### src/rtl/mmpt_pkg.sv
package mmpt_pkg;

  // Table geometry
  localparam int CAPACITY    = 64;
  localparam int ID_WIDTH    = 16;
  localparam int LEVEL_WIDTH = 7;
  localparam int CNT_W       = $clog2(CAPACITY + 1);

  // Action codes
  localparam logic [1:0] ACT_ADD    = 2'd0;
  localparam logic [1:0] ACT_REMOVE = 2'd1;
  localparam logic [1:0] ACT_QUERY  = 2'd2;

  // Status codes
  localparam logic [1:0] STAT_OK     = 2'd0;
  localparam logic [1:0] STAT_EMPTY  = 2'd1;
  localparam logic [1:0] STAT_FULL   = 2'd2;
  localparam logic [1:0] STAT_ABSENT = 2'd3;

  // Commands broadcast along the cell chain
  localparam logic [1:0] CMD_HOLD   = 2'd0;
  localparam logic [1:0] CMD_REMOVE = 2'd1;
  localparam logic [1:0] CMD_INSERT = 2'd2;

  typedef struct packed {
    logic [1:0]             action;
    logic [ID_WIDTH-1:0]    entry_id;
    logic [LEVEL_WIDTH-1:0] entry_level;
    logic                   pick_hardest;
  } in_t;

  typedef struct packed {
    logic [ID_WIDTH-1:0] result_id;
    logic [1:0]          status;
  } out_t;

  typedef struct packed {
    logic                   valid;
    logic [ID_WIDTH-1:0]    id;
    logic [LEVEL_WIDTH-1:0] level;
  } cell_t;

  typedef struct packed {
    logic [1:0]             op;
    logic [ID_WIDTH-1:0]    id;
    logic [LEVEL_WIDTH-1:0] level;
  } cmd_t;

endpackage

### src/rtl/mmpt_cell.sv
module mmpt_cell (
  input  logic           clk,
  input  logic           rst_n,
  input  mmpt_pkg::cmd_t cmd,
  input  mmpt_pkg::cell_t cell_above,
  input  logic           prev_above_new,
  input  mmpt_pkg::cell_t cell_below,
  input  logic           rm_in,
  output mmpt_pkg::cell_t cell_q,
  output logic           above_new,
  output logic           rm_out
);
  import mmpt_pkg::*;

  cell_t cell_r;
  cell_t cell_nxt;
  logic  match;

  // Broadcast compares against the command's id and key
  assign match     = cell_r.valid && (cell_r.id == cmd.id);
  assign above_new = cell_r.valid &&
                     ({cell_r.level, cell_r.id} > {cmd.level, cmd.id});
  // Set from the matching cell downwards: those cells close the gap
  assign rm_out    = rm_in | match;

  always_comb begin
    cell_nxt = cell_r;
    case (cmd.op)
      CMD_REMOVE: begin
        if (rm_out) begin
          cell_nxt = cell_below;
        end
      end
      CMD_INSERT: begin
        if (!above_new) begin
          if (prev_above_new) begin
            cell_nxt.valid = 1'b1;
            cell_nxt.id    = cmd.id;
            cell_nxt.level = cmd.level;
          end else begin
            cell_nxt = cell_above;
          end
        end
      end
      default: cell_nxt = cell_r;
    endcase
  end

  // Only the valid bit is reset; id and level follow it
  always_ff @(posedge clk) begin
    if (!rst_n) begin
      cell_r.valid <= 1'b0;
    end else begin
      cell_r.valid <= cell_nxt.valid;
    end
    cell_r.id    <= cell_nxt.id;
    cell_r.level <= cell_nxt.level;
  end

  assign cell_q = cell_r;

endmodule

### config.mk
export PLATFORM = sky130hd
export DESIGN_NAME = mmpt_cell
export DESIGN_NICKNAME = d
export VERILOG_FILES = /design/src/rtl/mmpt_pkg.sv /design/src/rtl/mmpt_cell.sv
export SDC_FILE = /design/constraint.sdc
export NUM_CORES = 1
export LEC_CHECK = 0
export ABC_CLOCK_PERIOD_IN_PS = 8100
export BUFFER_PORTS_ARGS = -buffer_cell sky130_fd_sc_hd__buf_4
export CAP_MARGIN = 20
export CORE_MARGIN = 3
export CORE_UTILIZATION = 48
export CTS_BUF_LIST = sky130_fd_sc_hd__clkbuf_4 sky130_fd_sc_hd__clkbuf_8 sky130_fd_sc_hd__clkbuf_16
export DETAILED_ROUTE_END_ITERATION = 10
export PLACE_DENSITY = 0.93
export SYNTH_ARGS = -nofsm -noshare
export SYNTH_HDL_FRONTEND = slang
export SYNTH_SLANG_ARGS = --single-unit
### constraint.sdc
create_clock -name clk -period 8.1 [get_ports clk]
set_clock_uncertainty 0.2 [all_clocks]
set_input_delay 0 -clock clk [delete_from_list [all_inputs] [get_ports clk]]
set_output_delay 0 -clock clk [all_outputs]
set_load 0.005 [all_outputs]
==> flow_summary.yaml, run 1 <==
synthesis:
  yosys.area_share.adder: 0.153
  ys_ff_latch: 24
  synth_top_area_cell: "edfxtp_1"
  yosys_warnings: 0
  synthSimpleGateAreaFrac: 0.115
  synth_top_family_by_area: "compound AO/OA/AOI/OAI gates"
  synth-seq-area-share: 0.379
  synthMuxAreaShare: 0.128
  synthArstFlopShare: 0
  syn_area_per_cell_um2: 9.62
  yosys-top-cells-area: "edfxtp_1 (37%), ha_1 (15%), mux2i_1 (13%), o21ai_0 (6.1%), nand2_1 (6.0%)"
  synth_nets: 295
  synth_edf_count: 23
  synth-compound-area-share: 0.161
  yosysUniqueCellTypes: 31
  synth_most_common_cell: "nand2_1"
  synthFlopType: "edfxtp_1"
  syn_inst: 195
  synth_xor_area_frac: 0
  synth_area_um2: 1880
  yosysTopAreaCellShare: 0.368
  yosys-top-cells-count: "nand2_1 (30), mux2i_1 (24)"
routing:
  routed_wl_mm: 6.34
  vias_per_cell: 5.28
  drtAntennaViolNets: 0
  wire_per_inst_um: 16.2
  route.detailed.drc: 0
  dr.first_iter.drc_count: 92
  dr.pass1.iters: 4
  vias: 2064
timing:
  setup_viol: 0
  slew_headroom: 0.572
  drv_slew: 0
  finalHoldViolCount: 0
  worst_slew_pin_slew_ns: 0.642
  post-route-period-util: 0.400
  rsz0062_at_grt: "no"
  fin_crit_ns: 3.24
  setup_tns_ns: 0
  fmax_mhz: 308
clocking:
  clock_latency_ns: 0.27
  cts_tree: "built"
  clk_pin_slew_ns: 0.09
  htreeDepth: 1
  numCtsBuffers: 3
  cts_resized: 0
  cts_root_buf: "clkbuf_8"
  clockBufferDepth: 2
  clock_sink_count: 24
finish:
  fillers: 199
  largest_register_ffs: 24
  nets: 444
  drive_above_1_share: 0.338
  regArea_um2: 711
  design_area_um2: 3220
  diodes: 0
  multiInputGateArea_um2: 1050
  syn_to_final_growth_pct: 71.6
min_path:
  hold_start: "rm_in"
  hold_path.class: "in -> out"
worst_setup_path:
  end_kind: "flip-flop"
  crit_path_start_kind: "flip-flop"
  startpoint: "cell_q[21]"
  crit_chain: "ha_1, a21oi_1, o21ai_1, a311oi_2, o21ai_2, o31ai_4, buf_8, mux2i_1, dlygate4sd3_1"
  worstPathMaxFanout: 14
  rr_startpoint: "cell_q[21]"
  arrival_ns: 3.26
  cp.required_ns: 8.12
  crit_slowest_cell: "dlygate4sd3_1"
  cp_num_buf_inv: 2
  max_stage_delay_ns: 0.56
  critPathTopFamily: "compound AO/OA/AOI/OAI gates"
  path_class: "reg -> reg"
global_route:
  grt_pass1_wl_mm: 9.43
  grt-ovfl-total: 0
  grt_max_degree: 50
  grt_pass1_vias: 2128
  antenna_found_initial: 0
  track_usage: 0.268
floorplan:
  start_util: 0.505
  dieArea_um2: 4700
  num_rows: 22
  die_w_um: 68.5
  boundaryPins: 103
  die_y_um: 68.5
  core_um2: 3720
power_and_ir_drop:
  leakage_nw: 1.60
  power_density_nw_per_um2: 123
  vdd.ir_drop.worst_v: 0.000107
  total_power_mw: 0.396
status:
  status: "complete, no violations"
place:
  routabilityCongestion: 0.784
  hpwl_mm: 3.97
  io_buffer_count: 102
  placed_area_um2: 2680
flow_run:
  max_cap_violations: 0
-- cell usage in the layout, fill, tap and decap left out, types with 2 or more instances in the layout --
cell type,netlist,final
a21oi_1,12,12
buf_4,0,103
clkbuf_8,0,3
dlygate4sd3_1,0,48
edfxtp_1,23,23
ha_1,23,23
inv_1,23,23
mux2i_1,24,24
nand2_1,30,30
nand2b_1,2,2
nand4_1,4,4
o21ai_0,23,23
o21ai_1,5,5
-- metal layers --
layer | global-route usage | wire (µm) | vias up
met5 | 0 | 0 | -
met4 | 0.0744 | 125 | 0
met3 | 0.0519 | 456 | 14
met2 | 0.532 | 3550 | 84
met1 | 0.280 | 2210 | 975
li1 | - | - | 991
-- stage by stage --
stage	hold WS (ns)	utilization	setup WS, ns	std cells
after floorplan	-0.113	-	5.50	195
after global placement	0.0681	0.720	5.26	338
after detailed placement	0.0774	0.720	5.21	338
after CTS	0.0795	0.863	4.71	390
after global routing	0.0980	0.867	4.74	391
final	0.0862	0.867	4.86	391
-- worst register-to-register path, stage by stage (launching register included) --
cell           delay, ns
edfxtp_1            0.41
ha_1                0.33
a21oi_1             0.16
o21ai_1             0.10
a311oi_2            0.30
o21ai_2             0.12
o31ai_4             0.55
buf_8               0.25
mux2i_1             0.22
dlygate4sd3_1       0.56
-- cell families (layout without fill, tap and decap cells) --
kind of cell,count (synthesis),in the layout
compound gates,49,49
simple gates,44,44
buf+inv,31,179
mux,24,24
flops,24,24
fa+ha+maj,23,23
-- what timing repair did --
| item | CTS | global route |
|---|---|---|
| hold buffers | 48 | 0 |
| endpoints found under the hold margin | 24 | 0 |
| setup buffers | 0 | 0 |
-- final cells by class --
| class | count | area share |
|---|---|---|
| sequential | 24 | 0.221 |
| clock buffer | 4 | 0.0152 |
| timing repair buffer | 152 | 0.394 |
| inverter | 23 | 0.0268 |
| multi-input combinational | 140 | 0.325 |
| tap | 48 | 0.0186 |
-- power by group --
group / internal, mW / switching (mW) / total (mW)
clock: 0.0385 / 0.0408 / 0.0793
combinational: 0.0889 / 0.0666 / 0.155
sequential: 0.153 / 0.00789 / 0.161
total: 0.281 / 0.115 / 0.396
-- final timing paths --
check / endpoint / slack (ns) / cells after the start
setup / recovery: cell_q[23] / 4.86 / 9
hold / removal: rm_out / 0.09 / 3
setup reg to reg: cell_q[23] / 4.86 / 9
hold reg to reg: cell_q[22] / 0.75 / 3
(Power assumes the default switching activity.)
==> run 2, diff against run 1 <==
ABC_CLOCK_PERIOD_IN_PS = 3200   (was 8100)
CORE_UTILIZATION = 45   (was 48)
PLACE_DENSITY = 0.89   (was 0.93)
clock period = 3.2 ns   (was 8.1 ns; I/O delays follow)
==> flow_summary.yaml, run 2 (synthesized netlist as in run 1, its figures left out) <==
global_route:
  grt_max_degree: 29
  antenna_found_initial: 0
  grt_pass1_wl_mm: 10.8
  track_usage: 0.270
  grt_pass1_vias: 2382
  grt-ovfl-total: 0
finish:
  nets: 445
  diodes: 0
  mostFrequentLayoutCells: "buf_4 (105), dlygate4sd3_1 (48), nand2_1 (30)"
  largest_register_ffs: 24
  syn_to_final_growth_pct: 71.9
  final_common_cell: "buf_4"
  drive_above_1_share: 0.340
floorplan:
  core_um2: 3830
  start_util: 0.491
  num_rows: 22
  die_y_um: 70.6
  boundaryPins: 103
  dieArea_um2: 4980
  die_w_um: 70.6
power_and_ir_drop:
  total_power_mw: 1.01
  vdd.ir_drop.worst_v: 0.000255
  power_density_nw_per_um2: 313
  leakage_nw: 1.61
worst_setup_path:
  cp.required_ns: 3.22
  crit_path_start_kind: "flip-flop"
  rr_startpoint: "cell_q[19]"
  crit_slowest_cell: "dlygate4sd3_1"
  crit_chain: "ha_1, nand4_1, nor4_2, a21boi_1, a2bb2oi_2, o31ai_4, buf_4, mux2i_1, dlygate4sd3_1"
  reg2reg_slack_ns: 0.24
  path_class: "reg -> reg"
  arrival_ns: 2.98
  max_stage_delay_ns: 0.55
  worstReg2RegEnd: "cell_q[23]"
  worstPathMaxFanout: 13
  reg2regPathDepth: 9
  end_kind: "flip-flop"
clocking:
  cts_root_buf: "clkbuf_8"
  clk_pin_slew_ns: 0.09
  hold_buffers: 48
  clock_latency_ns: 0.27
  numCtsBuffers: 3
  clock_sink_count: 24
  cts_resized: 0
  cts_tree: "built"
  postCtsSetupBuffers: 0
  clockBufferDepth: 2
  htreeDepth: 1
routing:
  dr.first_iter.drc_count: 86
  vias_per_cell: 5.35
  wire_per_inst_um: 16.7
  vias: 2099
  dr.pass1.iters: 4
  route.detailed.drc: 0
  routed_wl_mm: 6.55
  drtAntennaViolNets: 0
timing:
  fin_crit_ns: 2.96
  setup_tns_ns: 0
  rsz0062_at_grt: "no"
  worst_slew_pin_slew_ns: 0.795
  finalHoldViolCount: 0
  setup_viol: 0
  drv_slew: 0
  fmax_mhz: 338
  slew_headroom: 0.470
  post-route-period-util: 0.924
min_path:
  hold_start: "rm_in"
  min_to: "rm_out"
  hold_depth: 3
  hold_path.class: "in -> out"
place:
  io_buffer_count: 102
  routabilityCongestion: 0.756
  hpwl_mm: 4.08
flow_run:
  max_cap_violations: 0
status:
  status: "complete, no violations"
==> run 2: changes by cell type in the layout (fill, tap and decap cells not counted) <==
cell	before	now
clkbuf_4	1	0
clkbuf_8	3	4
buf_4	103	105
buf_8	1	0
==> run 2: cell type report <==
class	count	area, µm²
multi-input cells	140	1050
repair buffers	153	1270
clock buffers	4	55.1
well taps	48	60.1
flip-flops and latches	24	711
fillers	223	599
inverters	23	86.3
==> run 2: metal layers <==
layer | part of all wire | vias up | routed length, µm | GRT usage
li1 | - | 995 | - | -
met1 | 0.34 | 986 | 2200 | 0.271
met2 | 0.55 | 94 | 3600 | 0.522
met3 | 0.073 | 24 | 481 | 0.0582
met4 | 0.040 | 0 | 263 | 0.129
met5 | 0 | - | 0 | 0
==> run 2: per-stage QoR <==
step	cells	utilization	setup slack (ns)	cell area (µm²)	hold slack [ns]
finish	392	0.843	0.243	3230	0.111
global route	392	0.843	0.106	3230	0.128
CTS	392	0.843	0.312	3230	0.104
detailed placement	340	0.703	0.823	2690	0.0788
global placement	340	0.703	0.899	2690	0.0664
floorplan	195	-	0.599	1880	-0.113
==> run 2: report_power, final <==
group          total (mW)  switching [mW]  internal [mW]
Clock               0.207          0.0977          0.110
Sequential          0.408          0.0202          0.388
Combinational       0.394           0.170          0.224
==> run 2: worst max-delay path by stage <==
stage,start,end,slack (ns),cells past startpoint
5_1_grt,cell_q[21],cell_q[23],0.11,9
3_3_place_gp,cell_q[21],cell_q[16],0.90,7
2_1_floorplan,cell_q[21],cell_q[0],0.60,6
6_report,cell_q[19],cell_q[23],0.24,9
4_1_cts,cell_q[11],cell_q[23],0.31,9
3_5_place_dp,cell_q[11],cell_q[16],0.82,7
==> run 2: critical path: cells and delay by family (launching register included) <==
kind	cells	cell delay (ns)
buffers and inverters	2	0.82
muxes	1	0.20
DFF	1	0.43
and+or+nand+nor	2	0.55
AOI/OAI and AO/OA	3	0.38
adders and majority gates	1	0.33
